`src/design/chm_pkg.sv`:
```
`default_nettype none
package chm_pkg;

	localparam int BUCKETS_DEF    = 32;
	localparam int CAPACITY_DEF   = 64;
	localparam int KEY_BYTES_DEF  = 8;
	localparam int VALUE_BITS_DEF = 32;

	localparam logic [63:0] HASH_SEED = 64'd5381;

	typedef enum logic [1:0] {
		REQ_PUT    = 2'd0,
		REQ_GET    = 2'd1,
		REQ_REMOVE = 2'd2,
		REQ_NONE   = 2'd3
	} req_t;

	typedef enum logic [2:0] {
		ST_UPDATED  = 3'd0,
		ST_INSERTED = 3'd1,
		ST_FOUND    = 3'd2,
		ST_NOTFOUND = 3'd3,
		ST_FULL     = 3'd4
	} status_t;

	typedef enum logic [3:0] {
		CS_INIT,
		CS_IDLE,
		CS_HASH,
		CS_HEAD_RD,
		CS_HEAD_WT,
		CS_WALK,
		CS_CMP,
		CS_ALLOC_RD,
		CS_ALLOC,
		CS_LINK,
		CS_UNLINK,
		CS_FREE,
		CS_DONE
	} ctl_state_t;

	typedef enum logic [2:0] {
		HP_IDLE,
		HP_BYTES,
		HP_FOLD,
		HP_QUOT,
		HP_REM
	} hash_phase_t;

endpackage
`default_nettype wire

```
`src/design/chm_hash_unit.sv`:
```
`default_nettype none
module chm_hash_unit #(
	parameter int BUCKETS = chm_pkg::BUCKETS_DEF
) (
	input  wire logic                       clk,
	input  wire logic                       arst_n,
	input  wire logic                       start,
	input  wire logic [63:0]                key,
	input  wire logic [3:0]                 nbytes,
	output logic                            done,
	output logic [$clog2(BUCKETS)-1:0]      bucket
);
	import chm_pkg::*;

	localparam int BW = $clog2(BUCKETS);
	// 2^(16*i) mod BUCKETS, folds the hash in 16-bit chunks
	localparam logic [31:0] K1 = 32'((64'd1 << 16) % 64'(BUCKETS));
	localparam logic [31:0] K2 = 32'((64'd1 << 32) % 64'(BUCKETS));
	localparam logic [31:0] K3 = 32'((64'd1 << 48) % 64'(BUCKETS));
	// floor(2^32 / BUCKETS); the quotient estimate is low by at most one
	localparam logic [31:0] RECIP = 32'((64'd1 << 32) / 64'(BUCKETS));
	localparam logic [31:0] NB32  = 32'(BUCKETS);

	hash_phase_t     phase_q, phase_d;
	logic [63:0]     h_q;
	logic [63:0]     kshift_q;
	logic [3:0]      cnt_q;
	logic [31:0]     fold_q, quot_q, rem_q;
	logic [31:0]     fold_d, quot_d;
	logic            done_q;

	// folded value stays below 2^30
	assign fold_d = {16'd0, h_q[15:0]} + 32'(h_q[31:16]) * K1
		+ 32'(h_q[47:32]) * K2 + 32'(h_q[63:48]) * K3;
	assign quot_d = 32'(({32'd0, fold_q} * {32'd0, RECIP}) >> 32);

	always_comb begin
		phase_d = phase_q;
		case (phase_q)
			HP_IDLE:  if (start) phase_d = HP_BYTES;
			HP_BYTES: if (cnt_q == 4'(nbytes - 4'd1)) phase_d = HP_FOLD;
			HP_FOLD:  phase_d = HP_QUOT;
			HP_QUOT:  phase_d = HP_REM;
			HP_REM:   phase_d = HP_IDLE;
			default:  phase_d = HP_IDLE;
		endcase
	end

	always_ff @(posedge clk or negedge arst_n) begin
		if (!arst_n) begin
			phase_q <= HP_IDLE;
			done_q  <= 1'b0;
			cnt_q   <= '0;
		end else begin
			phase_q <= phase_d;
			done_q  <= (phase_q == HP_REM);
			cnt_q   <= (phase_q == HP_BYTES) ? cnt_q + 4'd1 : 4'd0;
		end
	end

	always_ff @(posedge clk) begin
		case (phase_q)
			HP_IDLE: begin
				h_q      <= HASH_SEED;
				kshift_q <= key;
			end
			HP_BYTES: begin
				h_q      <= (h_q << 5) + h_q + {56'd0, kshift_q[7:0]};
				kshift_q <= kshift_q >> 8;
			end
			HP_FOLD: fold_q <= fold_d;
			HP_QUOT: quot_q <= quot_d;
			// remainder lands in [0, 2*BUCKETS)
			HP_REM:  rem_q  <= fold_q - quot_q * NB32;
			default: h_q <= h_q;
		endcase
	end

	assign done   = done_q;
	assign bucket = BW'((rem_q >= NB32) ? rem_q - NB32 : rem_q);

endmodule
`default_nettype wire
```
`config.mk`:
```
export PLATFORM = sky130hd
export DESIGN_NAME = chm_hash_unit
export DESIGN_NICKNAME = d
export VERILOG_FILES = /design/src/design/chm_pkg.sv /design/src/design/chm_hash_unit.sv
export SDC_FILE = /design/constraint.sdc
export NUM_CORES = 1
export LEC_CHECK = 0
export ABC_AREA = 1
export CAP_MARGIN = 20
export CORE_ASPECT_RATIO = 0.7
export CORE_UTILIZATION = 25
export CTS_CLUSTER_DIAMETER = 30
export DETAILED_ROUTE_END_ITERATION = 10
export DONT_BUFFER_PORTS = 1
export PLACE_DENSITY = 0.41
export SYNTH_ARGS = -nofsm -noshare
export SYNTH_HDL_FRONTEND = slang
export SYNTH_SLANG_ARGS = --single-unit
```
`constraint.sdc`:
```
create_clock -name clk -period 4.62 [get_ports clk]
set_input_delay 0.924 -clock clk [delete_from_list [all_inputs] [get_ports clk]]
set_output_delay 0.924 -clock clk [all_outputs]
set_load 0.01 [all_outputs]
```
Word level (Yosys, flattened, before mapping)
Index checks and enable logic that the tools add are counted.
{"block": "classes", "n_reduce_logical": 3, "magnitude_cmp": 1, "mux": 7, "n_eq_ne": 7, "add_sub_neg": 6}
{"cell": "one-hot mux 64 bit (2 select lines)", "count": 2}
{"cell": "adder 64 bit", "count": 1}
{"cell": "adder 64 x 8 -> 64 bit", "count": 1}
{"cell": ">= comparator 32 x 6 -> 1 bit, second input constant", "count": 1}
{"cell": "subtractor 16 x 16 -> 17 bit", "count": 1}
{"cell": "one-hot mux 3 bit (4 select lines)", "count": 1}
{"cell": "== test 3 x 2 -> 1 bit, second input constant", "count": 2}
{"cell": "two-way mux 3 bit", "count": 2}
{"cell": "two-way mux 5 bit", "count": 1}
{"cell": "subtractor 5 x 1 -> 5 bit, second input constant", "count": 1}
{"cell": "adder 4 x 1 -> 4 bit, second input constant", "count": 1}
{"cell": "== test 4 bit", "count": 1}
{"cell": "two-way mux 4 bit", "count": 1}
{"cell": "inequality test 2 bit, second input constant", "count": 2}
{"cell": "subtractor 4 x 1 -> 4 bit, second input constant", "count": 1}
{"cell": "== test 3 x 1 -> 1 bit, second input constant", "count": 1}
{"cell": "== test 3 bit, second input constant", "count": 1}
{"cell": "logical NOT 3 bit", "count": 1}
{"cell": "AND reduction 2 bit", "count": 1}
{"cell": "nonzero test 2 bit", "count": 1}
{"block": "totals", "ff_bits": 180, "in_bits": 71}

Depth between registers and ports, before layout
Gate-level depths: netlist of run 1.
{"block": "depth", "ltp_word": 4, "mapped_depth": 11, "mapped_depth_nobuf": 11}

Worst setup path after synthesis of run 1
No wires, ideal clock.
{"block": "synth_path", "kind": "reg2reg", "start": "register phase_q[1]", "end": "register h_q[0], enable pin", "path_buffers": 2, "path_stages_with_launch": 6, "setup_slack_ps": 2233, "arrival_ps": 1984, "t_required_ps": 4217, "path_cell_list": "dfrtp_1 > nor3_4 > inv_2 > buf_2 > buf_2 > nand2_1"}
{"block": "synth_between", "elab_chain_len": 2, "elab_cells_between_ends": 3, "cone_classes": "eq/ne (1); reduce/logical (2)"}
{"element": "start, declared", "line_no": "chm_hash_unit.sv:24", "rtl": "hash_phase_t phase_q, phase_d;"}
{"element": "start signal, assigned", "line_no": "chm_hash_unit.sv:55", "rtl": "phase_q <= phase_d;"}
{"element": "== test 3 x 1 -> 1 bit or logical NOT 3 bit (tied branches)", "line_no": "chm_hash_unit.sv:62", "rtl": "case (phase_q)"}
{"element": "nonzero test 2 bit (no source line) *"}
{"element": "end signal, assigned", "line_no": "chm_hash_unit.sv:68", "rtl": "h_q <= (h_q << 5) + h_q + {56'd0, kshift_q[7:0]};"}
{"element": "end signal, assigned", "line_no": "chm_hash_unit.sv:75", "rtl": "default: h_q <= h_q;"}
{"element": "end, declared", "line_no": "chm_hash_unit.sv:25", "rtl": "logic [63:0] h_q;"}
Every way passes the cells marked *; elsewhere a longest branch is shown, timed or not.
A chain may end at the register's enable or synchronous reset.

Worst setup path in the final report of run 1
{"block": "layout_path", "start": "register phase_q[1]", "end": "register kshift_q[48], enable pin"}
{"block": "layout_between", "elab_chain_len": 2, "elab_cells_between_ends": 3, "cone_classes": "eq/ne (1); reduce/logical (2)"}
{"element": "== test 3 x 1 -> 1 bit or logical NOT 3 bit (tied branches)", "line_no": "chm_hash_unit.sv:62"}
{"element": "nonzero test 2 bit (no source line) *"}
{"element": "end signal, assigned", "line_no": "chm_hash_unit.sv:65", "rtl": "kshift_q <= key;"}
{"element": "end signal, assigned", "line_no": "chm_hash_unit.sv:69", "rtl": "kshift_q <= kshift_q >> 8;"}
{"element": "end, declared", "line_no": "chm_hash_unit.sv:26", "rtl": "logic [63:0] kshift_q;"}
Marked as above.

==> impl_results.md, run 1 <==
* Top post-synthesis cells by area: edfxtp_1 (59%), nand2_1 (18%), dfrtp_1 (7.1%), ha_1 (4.0%), inv_1 (3.1%)
* Status: completed
* Initial antenna violation count at 0
* Clk_lat worst skew at 0.33 ns
* DP HPWL at 3220 µm
* Reg2reg start: phase_q[1]$_DFFE_PN0P_
* Max Clk Rate at 421 MHz
* Largest family of logic cells by synthesized area: simple AND/OR/NAND/NOR gates
* Final WL at 4970 µm
* DR vias at 1721
* Cell Pwr Density at 777 nW/µm²
* Max VDD drop at 353 µV
* Sum Neg Setup Slack at 0 ns
* Crit Path Class: flop to flop
* Synth top area share at 58.5%
* Worst Max-Slew Pin Slew at 0.835 ns
* Routed Antenna Nets at 0
* Area after DPL at 2980 µm²
* Reg2reg path depth at 5
* Avg Inst Size Synth at 10.2 µm²
* Gr ovfl total at 0
* Post-CTS Setup Bufs at 0
* Dominant synthesized flop cell: edfxtp_1
* Yosys warning count at 0
* DR iter-0 viols at 69
* Max-cap viol count at 0
* CTS Buf Count at 9
* WL/cell at 11.3 µm
* Hold slack at 0.292 ns
* Max H-tree Level at 3
* Synth Instances at 277
* CTS resizes at 0
* Async set-reset flop share out of synthesis at 12.7%
* Hold WC Path Type: primary input to asynchronous set/reset pin
* Post-layout nets at 362
* Inst Count DP at 422
* Leak at 1.43 nW
* Synthesized area at 2820 µm²
* Post-Synth XOR/XNOR Area at 1.24%
* Die Area at 11700 µm²
* Setup ws final at 2.25 ns
* Clk sinks at 63
* First-pass GRT wire length at 8740 µm
* Mux share of post-synthesis cell area at 0%
* Max-slew violation count at 0
* Worst-path clk slew at 0.05 ns
* Distinct cells, synth at 22
* Vias in the first global route at 1847
* DR pass1 iterations at 4
* Crit end category: flop
* I/O pin total at 77
* Die extent in x at 129 µm
* GRT Util Overall at 10.2%
* Required @ worst endpoint at 4.63 ns
* Sequential area share after synthesis at 65.6%
* Final Util at 29.5%
* Post-CTS Hold Buffers at 0
* Synth cell count leaders: nand2_1 (133), edfxtp_1 (55), inv_1 (23)
* Area grow syn2layout at 15.2%
* Post-synthesis adder-cell area fraction at 4.70%
* Final worst-path cycle share at 51.4%
* Clock Root Buffer: clkbuf_16
* Worst Skew at 0.00741 ns
* Post-route cell area at 3250 µm²
* Pwr Total at 2.53 mW
* Drt drc at 0
* Port Buffers at 0
* Setup violators final at 0
* Final Hold Viols at 0
* Minimum clock period at 2.37 ns
* Largest net degree at the start of global routing at 49
* RSZ-0062 raised after global routing: no
* Fillers at 1140
* Simple logic cell fraction of the synthesized area at 22.1%
* Register bit total from synthesis at 63
* Cell with the most instances after synthesis: nand2_1
* FF-to-FF End: kshift_q[48]$_DFFE_PP_
* Syn nets at 358
* Antenna Cells at 0
* Compound-Gate Fraction of Synth Area at 1.33%
* Worst setup SP type: flop
* Site Rows at 32
* Final Wtd Congestion at 0.755
* Post-synth EDFFs at 55
* CTS tree: yes
* R2R setup slack at 2.25 ns
* Core footprint at 11000 µm²
* CTS max path bufs at 2
* Die Height at 90.9 µm
* Layout cells sized above 1 at 6.29%
* Effective utilization at floorplan at 25.6%
* Crit Path Max Fanout at 48
* Data arrival, critical path at 2.38 ns
* Mean number of vias per cell at 3.92
* Post-Place Setup Slack at 1.72 ns
* Max-slew headroom at 44.2%
* Non-filler cells, final at 439
* Largest area contributor in the netlist: edfxtp_1
## area by class of cell
cell class	instances	area, µm²	share of cell area (%)
Timing Repair Buffer	2	27.5	0.846
Multi-Input combinational cell	180	832	25.6
Sequential cell	63	1850	56.9
Inverter	25	93.8	2.89
Tap cell	153	191	5.89
Clock buffer	13	240	7.39
Clock inverter	3	15.0	0.462
## routing by layer
metal	vias to the layer above	track usage, %	wire length [µm]
met1	774	11.9	2260
met5	-	0	0
met3	10	6.16	440
met4	0	3.82	83
li1	891	-	-
met2	46	15.3	2190
## logic make-up (layout without fill, tap and decap cells)
kind of cell	count (synthesis)	count (layout)
compound gates	7	7
fa+ha+maj	10	10
simple gates	159	159
buf+inv	34	43
flops	63	63
xor+xnor	4	4
## power by group
| part | switching (mW) | internal [mW] | leakage [nW] | total (mW) |
|---|---|---|---|---|
| combinational | 0.553 | 0.263 | 0.658 | 0.816 |
| clock | 0.226 | 0.360 | 0.127 | 0.586 |
| sequential | 0.0899 | 1.04 | 0.647 | 1.13 |
## flip-flops by register name, indices dropped and copies added, names as in the netlist
register	flops
phase_q	3
h_q	5
done	1
rem_q	5
cnt_q	4
kshift_q	40
fold_q	5
## worst max-delay path, stage by stage, from the launching register on
cell,delay [ns]
dfrtp_1,0.42
nor3_4,0.18
buf_4,0.39
inv_2,0.43
nand2_2,0.32
buf_12,0.27
## worst max-delay path by stage
stage | from | to | slack [ns] | cells after the start
after CTS | phase_q[0]$_DFFE_PN0P_ | kshift_q[35]$_DFFE_PP_ | 1.71 | 5
after global routing | phase_q[1]$_DFFE_PN0P_ | kshift_q[48]$_DFFE_PP_ | 1.97 | 5
after detailed placement | phase_q[0]$_DFFE_PN0P_ | kshift_q[40]$_DFFE_PP_ | 1.72 | 5
final | phase_q[1]$_DFFE_PN0P_ | kshift_q[48]$_DFFE_PP_ | 2.25 | 5
after global placement | phase_q[1]$_DFFE_PN0P_ | kshift_q[32]$_DFFE_PP_ | 1.74 | 4
after floorplan | phase_q[1]$_DFFE_PN0P_ | h_q[0]$_SDFFCE_PN1P_ | 2.23 | 5
## layout by cell type, fill, tap and decap left out
| master | Yosys | final |
|---|---|---|
| clkinv_2 | 0 | 3 |
| nand2_2 | 0 | 1 |
| buf_4 | 2 | 1 |
| and2_1 | 1 | 1 |
| o21ai_0 | 4 | 4 |
| a21o_1 | 1 | 1 |
| fa_1 | 1 | 1 |
| clkbuf_1 | 2 | 4 |
| nor3_1 | 1 | 1 |
| nor3b_1 | 1 | 1 |
| inv_2 | 2 | 2 |
| dfrtp_1 | 8 | 8 |
| edfxtp_1 | 55 | 55 |
| xnor2_1 | 2 | 2 |
| xor2_1 | 2 | 2 |
| inv_1 | 23 | 23 |
| buf_12 | 0 | 1 |
| nand2_1 | 133 | 132 |
| nor2_1 | 17 | 17 |
| ha_1 | 9 | 9 |
| or2_1 | 1 | 1 |
| nor3_4 | 1 | 1 |
| clkbuf_16 | 0 | 9 |
| a21oi_1 | 2 | 2 |
| nand3_1 | 4 | 4 |
Note: power is estimated with default switching activity, not from simulation.
==> inputs of run 2 (changes only) <==
- clock period: 4.62 -> 2.37 ns (I/O delays scaled with it)
==> impl_results.md, run 2 (synthesis gave the netlist of run 1 again) <==
* Commonest non-fill, non-tap cell in the layout: nand2_1 (unchanged)
* Combinational Power Share at 31.7% (was 32.3%)
* Sw power at 1.69 mW (was 0.869 mW)
* Area grow syn2layout at 16.8% (was 15.2%)
* Max FFs per register at 40 (unchanged)
* Gr ovfl total at 0 (unchanged)
* Clk sinks at 63 (unchanged)
* Layout cells sized above 1 at 7.27% (was 6.29%)
* Worst-path clk slew at 0.05 ns (about the same)
* GRT Util Overall at 9.94% (was 10.2%)
* Final WL at 5000 µm (was 4970 µm)
* Max-cap viol count at 0 (unchanged)
* Worst Setup EP: h_q[4]$_SDFFCE_PN0P_ (was kshift_q[48]$_DFFE_PP_)
* Routed Antenna Nets at 0 (unchanged)
* Clock power share at 24.6% (was 23.2%)
* Most flop-heavy register: kshift_q (unchanged)
* Max VDD drop at 501 µV (was 353 µV)
* Core footprint at 11000 µm² (unchanged)
* Max H-tree Level at 3 (unchanged)
* Sequential Power Share at 43.7% (was 44.5%)
* Post-CTS Setup Bufs at 0 (unchanged)
* Hold path cells at 2
* Critical-path top delay cell: edfxtp_1 (was inv_2)
* CTS max path bufs at 2 (unchanged)
* Minimum clock period at 1.77 ns (was 2.37 ns)
* Largest net degree at the start of global routing at 48 (was 49)
* Die extent in x at 129 µm (unchanged)
* Final Wtd Congestion at 0.722 (was 0.755)
* WL/cell at 11.3 µm (about the same)
* Antenna Cells at 0 (unchanged)
* CTS resizes at 0 (unchanged)
* DR iter-0 viols at 47 (was 69)
* CTS Buf Count at 9 (unchanged)
* Cell Pwr Density at 1520 nW/µm² (was 777 nW/µm²)
* Reg2reg path depth at 6 (was 5)
* DP HPWL at 3300 µm (was 3220 µm)
* Max Clk Rate at 566 MHz (was 421 MHz)
* Inst Count DP at 426 (was 422)
* Crit end category: flop (unchanged)
* Post-Place Setup Slack at 0.597 ns (was 1.72 ns)
* Area after DPL at 3010 µm² (was 2980 µm²)
* Worst Skew at 0.00432 ns (was 0.00741 ns)
* Status: completed (unchanged)
* Clk_lat worst skew at 0.32 ns (was 0.33 ns)
* Clock Root Buffer: clkbuf_16 (unchanged)
* Site Rows at 32 (unchanged)
* DR pass1 iterations at 4 (unchanged)
* Internal power at 3.32 mW (was 1.66 mW)
* Buf/Inv on CP at 0 (was 3)
* Crit path top cell by count: ha_1
* First-pass GRT wire length at 8600 µm (was 8740 µm)
* Hold WC Path Type: primary input to flop (was primary input to asynchronous set/reset pin)
* Pwr Total at 5.01 mW (was 2.53 mW)
* Crit Path Class: flop to flop (unchanged)
* Vias in the first global route at 1840 (was 1847)
* Worst Max-Slew Pin Slew at 0.466 ns (was 0.835 ns)
* Non-filler cells, final at 442 (was 439)
* I/O pin total at 77 (unchanged)
* CTS tree: yes (unchanged)
* Post-layout nets at 366 (was 362)
* Mean number of vias per cell at 3.89 (was 3.92)
* Leak at 1.45 nW (was 1.43 nW)
* Final Hold Viols at 0 (unchanged)
* Die Area at 11700 µm² (unchanged)
* Fillers at 1148 (was 1140)
* Max incr delay on CP at 0.40 ns (was 0.43 ns)
* Sw Share at 33.8% (was 34.4%)
* Worst Setup SP: h_q[2]$_SDFFCE_PN1P_ (was phase_q[1]$_DFFE_PN0P_)
* Final worst-path cycle share at 74.5% (was 51.4%)
* Effective utilization at floorplan at 25.6% (unchanged)
* Setup ws final at 0.604 ns (was 2.25 ns)
* CP cell instances: ha_1, ha_1, a21o_1, a21oi_1, and2_1, nor2_1 (was nor3_4, buf_4, inv_2, nand2_2, buf_12)
* Area occupied by multi-input gates at 832 µm² (unchanged)
* RSZ-0062 raised after global routing: no (unchanged)
* Reg2reg start: h_q[2]$_SDFFCE_PN1P_ (was phase_q[1]$_DFFE_PN0P_)
* Setup violators final at 0 (unchanged)
* Worst setup SP type: flop (unchanged)
* Post-route cell area at 3300 µm² (was 3250 µm²)
* DR vias at 1720 (was 1721)
* Stages on the worst setup path at 6 (was 5)
* Data arrival, critical path at 1.84 ns (was 2.38 ns)
* Max-slew violation count at 0 (unchanged)
* Post-CTS Hold Buffers at 1 (was 0)
* Max-slew headroom at 68.9% (was 44.2%)
* Sum Neg Setup Slack at 0 ns (unchanged)
* Die Height at 90.9 µm (unchanged)
* Crit Path Max Fanout at 2 (was 48)
* Initial antenna violation count at 0 (unchanged)
* Most frequent cells in the layout: nand2_1 (132), edfxtp_1 (55), inv_1 (23) (unchanged)
* Family with the most delay on the worst path: adder cells (was buffers and inverters)
* Port Buffers at 0 (unchanged)
* FF-to-FF End: h_q[4]$_SDFFCE_PN0P_ (was kshift_q[48]$_DFFE_PP_)
* Reg area at 1850 µm² (unchanged)
* Required @ worst endpoint at 2.45 ns (was 4.63 ns)
* R2R setup slack at 0.60 ns (was 2.25 ns)
* Drt drc at 0 (unchanged)
run 2: power by group through the flow:
stage | logic (mW) | clock network, mW | registers (mW)
floorplan | 1.26 | 0 | 2.18
global placement | 1.62 | 0 | 2.21
detailed placement | 1.65 | 0 | 2.22
CTS | 1.66 | 1.28 | 2.20
global route | 1.92 | 1.33 | 2.26
finish | 1.59 | 1.23 | 2.19
run 2: final cells by class:
cell class              count  share of cell area [%]
well taps                 153                    5.81
flip-flops and latches     63                    56.2
inverters                  25                    2.85
multi-input cells         180                    25.2
repair buffers              6                    1.44
clock inverters             5                    1.52
clock buffers              10                    6.95
run 2: worst min-delay path by stage:
| stage | start | to | slack [ns] |
|---|---|---|---|
| final | key[56] | kshift_q[56]$_SDFFCE_PP0P_ | 0.32 |
| after global routing | key[56] | kshift_q[56]$_SDFFCE_PP0P_ | 0.31 |
| after CTS | key[56] | kshift_q[56]$_SDFFCE_PP0P_ | 0.31 |
| after detailed placement | arst_n | done$_DFF_PN0_ | 0.18 |
| after global placement | arst_n | done$_DFF_PN0_ | 0.18 |
| after floorplan | arst_n | cnt_q[0]$_DFF_PN0_ | 0.18 |
run 2: per-stage QoR:
step                hold WS [ns]  utilization [%]
finish                     0.324             29.9
detailed placement         0.179             27.3
floorplan                  0.178                -
global route               0.307             29.9
CTS                        0.308             29.9
global placement           0.179             27.3
run 2: metal layers:
layer | vias to the layer above | global-route usage [%] | routed length, µm
li1 | 897 | - | -
met2 | 47 | 14.9 | 2160
met4 | 0 | 3.53 | 50
met5 | - | 0 | 0
met3 | 9 | 5.51 | 407
met1 | 767 | 11.9 | 2380
==> inputs of run 3 (changes only) <==
- PLACE_DENSITY: 0.41 -> 0.43
- clock period: 2.37 -> 1.5 ns (I/O delays scaled with it)
==> impl_results.md, run 3 (synthesis gave the netlist of run 1 again) <==
* Drt drc at 0 (unchanged)
* Hold Path Sink: kshift_q[59]$_SDFFCE_PP0P_ (was kshift_q[56]$_SDFFCE_PP0P_)
* Hold Crit Start: key[59] (was key[56])
* Max-slew violation count at 0 (unchanged)
* Gr ovfl total at 0 (unchanged)
* Reg2reg path depth at 5 (was 6)
* Vias in the first global route at 1750 (was 1840)
* DP HPWL at 3570 µm (was 3300 µm)
* DR iter-0 viols at 75 (was 47)
* Pwr Total at 8.62 mW (was 5.01 mW)
* Worst setup SP type: flop (unchanged)
* Max Clk Rate at 586 MHz (was 566 MHz)
* GRT Util Overall at 9.91% (was 9.94%)
* WL/cell at 11.1 µm (was 11.3 µm)
* Hold slack at 0.148 ns (was 0.324 ns)
* Top Metal Used: met4 (unchanged)
* Layout cells sized above 1 at 13.0% (was 7.27%)
* Minimum clock period at 1.71 ns (was 1.77 ns)
* Non-filler cells, final at 454 (was 442)
* Wire length on met3 at 317 µm (was 407 µm)
* CTS Buf Count at 9 (unchanged)
* Max incr delay on CP at 0.51 ns (was 0.40 ns)
* Met2 wire length at 2290 µm (was 2160 µm)
* Post-layout nets at 377 (was 366)
* Data arrival, critical path at 1.78 ns (was 1.84 ns)
* Sequential Power Share at 40.4% (was 43.7%)
* Die extent in x at 129 µm (unchanged)
* Site Rows at 32 (unchanged)
* Antenna Cells at 0 (unchanged)
* Hold WC Path Type: primary input to flop (unchanged)
* Clock Root Buffer: clkbuf_16 (unchanged)
* CTS tree: yes (unchanged)
* Buf/Inv on CP at 1 (was 0)
* CP cell instances: ha_1, ha_2, inv_2, fa_2, nand2_1 (was ha_1, ha_1, a21o_1, a21oi_1, and2_1, nor2_1)
* Crit Path Max Fanout at 2 (unchanged)
* Final Hold Viols at 0 (unchanged)
* Final WL at 5060 µm (was 5000 µm)
* Clk_lat worst skew at 0.32 ns (about the same)
* Met1 wire length at 2360 µm (was 2380 µm)
* Mean number of vias per cell at 3.87 (was 3.89)
* Worst-path clk slew at 0.05 ns (about the same)
* Port Buffers at 0 (unchanged)
* Crit end category: flop (unchanged)
* Required @ worst endpoint at 1.58 ns (was 2.45 ns)
* Failing checks: setup timing
* Max FFs per register at 40 (unchanged)
* Max VDD drop at 702 µV (was 501 µV)
* Max-slew headroom at 73.3% (was 68.9%)
* Hold path cells at 2 (unchanged)
* Routed Antenna Nets at 0 (unchanged)
* Combinational Power Share at 36.8% (was 31.7%)
* Reg2reg start: h_q[1]$_SDFFCE_PN0P_ (was h_q[2]$_SDFFCE_PN1P_)
* Die Area at 11700 µm² (unchanged)
* Family with the most delay on the worst path: adder cells (unchanged)
* First-pass GRT wire length at 8540 µm (was 8600 µm)
* Status: complete, but fails checks (was completed)
* Inst Count DP at 435 (was 426)
* CTS max path bufs at 2 (unchanged)
* Fillers at 1159 (was 1148)
* Clk sinks at 63 (unchanged)
* Commonest non-fill, non-tap cell in the layout: nand2_1 (unchanged)
* Sw power at 2.86 mW (was 1.69 mW)
* Worst Max-Slew Pin Slew at 0.399 ns (was 0.466 ns)
* Cell Pwr Density at 2480 nW/µm² (was 1520 nW/µm²)
* Most frequent cells in the layout: nand2_1 (132), edfxtp_1 (55), inv_1 (22) (was nand2_1 (132), edfxtp_1 (55), inv_1 (23))
* R2R setup slack at -0.21 ns (was 0.60 ns)
* Most flop-heavy register: kshift_q (unchanged)
* RSZ-0062 raised after global routing: yes (was no)
* DR vias at 1757 (was 1720)
* Critical-path top delay cell: fa_2 (was edfxtp_1)
* Leak at 1.53 nW (was 1.45 nW)
* Final worst-path cycle share at 114% (was 74.5%)
* Clock power share at 22.8% (was 24.6%)
* Worst Skew at 0.00301 ns (was 0.00432 ns)
* Max-cap viol count at 0 (unchanged)
* Die Height at 90.9 µm (unchanged)
* Crit Path Class: flop to flop (unchanged)
* FF-to-FF End: h_q[2]$_SDFFCE_PN1P_ (was h_q[4]$_SDFFCE_PN0P_)
* Stages on the worst setup path at 5 (was 6)
* Core footprint at 11000 µm² (unchanged)
* DR pass1 iterations at 4 (unchanged)
* Sw Share at 33.2% (was 33.8%)
* Setup violators final at 3 (was 0)
* Internal power at 5.76 mW (was 3.32 mW)
* I/O pin total at 77 (unchanged)
* Setup ws final at -0.206 ns (was 0.604 ns)
* Max H-tree Level at 3 (unchanged)
* Initial antenna violation count at 0 (unchanged)
* Largest net degree at the start of global routing at 38 (was 48)
* Area grow syn2layout at 23.2% (was 16.8%)
* Final Wtd Congestion at 0.760 (was 0.722)
* Effective utilization at floorplan at 25.6% (unchanged)
[run 3: cell count changes in the layout (fill, tap and decap cells not counted), moves of 2 or more]
cell      delta
ha_4         +2
buf_12       +4
clkinv_2     +2
buf_4        +7
ha_1         -3
[run 3: power by group through the flow]
stage / clock, mW / sequential (mW) / combinational [mW]
2_1_floorplan: 0 / 3.43 / 2.11
3_3_place_gp: 0 / 3.50 / 3.09
3_5_place_dp: 0 / 3.51 / 3.12
4_1_cts: 2.04 / 3.50 / 3.26
5_1_grt: 2.11 / 3.56 / 3.69
6_report: 1.96 / 3.48 / 3.18
[run 3: how the worst max path moves through the flow]
stage                    startpoint  slack (ns)                    to
2_1_floorplan  h_q[2]$_SDFFCE_PN1P_       -0.14  h_q[4]$_SDFFCE_PN0P_
3_3_place_gp   h_q[2]$_SDFFCE_PN1P_       -0.23  h_q[4]$_SDFFCE_PN0P_
3_5_place_dp   h_q[1]$_SDFFCE_PN0P_       -0.27  h_q[3]$_SDFFCE_PN0P_
4_1_cts        h_q[1]$_SDFFCE_PN0P_       -0.23  h_q[3]$_SDFFCE_PN0P_
5_1_grt        h_q[1]$_SDFFCE_PN0P_       -0.30  h_q[4]$_SDFFCE_PN0P_
6_report       h_q[1]$_SDFFCE_PN0P_       -0.21  h_q[2]$_SDFFCE_PN1P_
[run 3: repair_timing]
item / CTS / global route
hold buffers: 1 / 0
setup endpoints to repair: 3 / 3
hold endpoints to repair: 8 / 0
setup buffers: 1 / 1
gates resized for setup: 6 / 0
pin swaps: 5 / 2
[run 3: through the flow]
| step | utilization [%] | area [µm²] | setup slack, ns | setup TNS [ns] |
|---|---|---|---|---|
| floorplan | - | 2850 | -0.138 | -0.367 |
| global placement | 28.5 | 3140 | -0.233 | -0.646 |
| detailed placement | 28.5 | 3140 | -0.269 | -0.703 |
| CTS | 31.5 | 3470 | -0.235 | -0.656 |
| global route | 31.6 | 3480 | -0.297 | -0.833 |
| finish | 31.6 | 3480 | -0.206 | -0.606 |
[run 3: final cells by class]
cell class,instances,area (µm²),area share [%]
inverters,25,93.8,2.70
clock inverters,5,48.8,1.40
flip-flops and latches,63,1850,53.2
multi-input cells,180,880,25.3
clock buffers,11,233,6.69
well taps,153,191,5.50
repair buffers,17,180,5.18
[run 3: per-layer routing]
| metal | vias to the layer above | GRT usage, % |
|---|---|---|
| li1 | 923 | - |
| met1 | 784 | 11.7 |
| met2 | 40 | 14.8 |
| met3 | 10 | 5.04 |
| met4 | 0 | 4.71 |
| met5 | - | 0 |
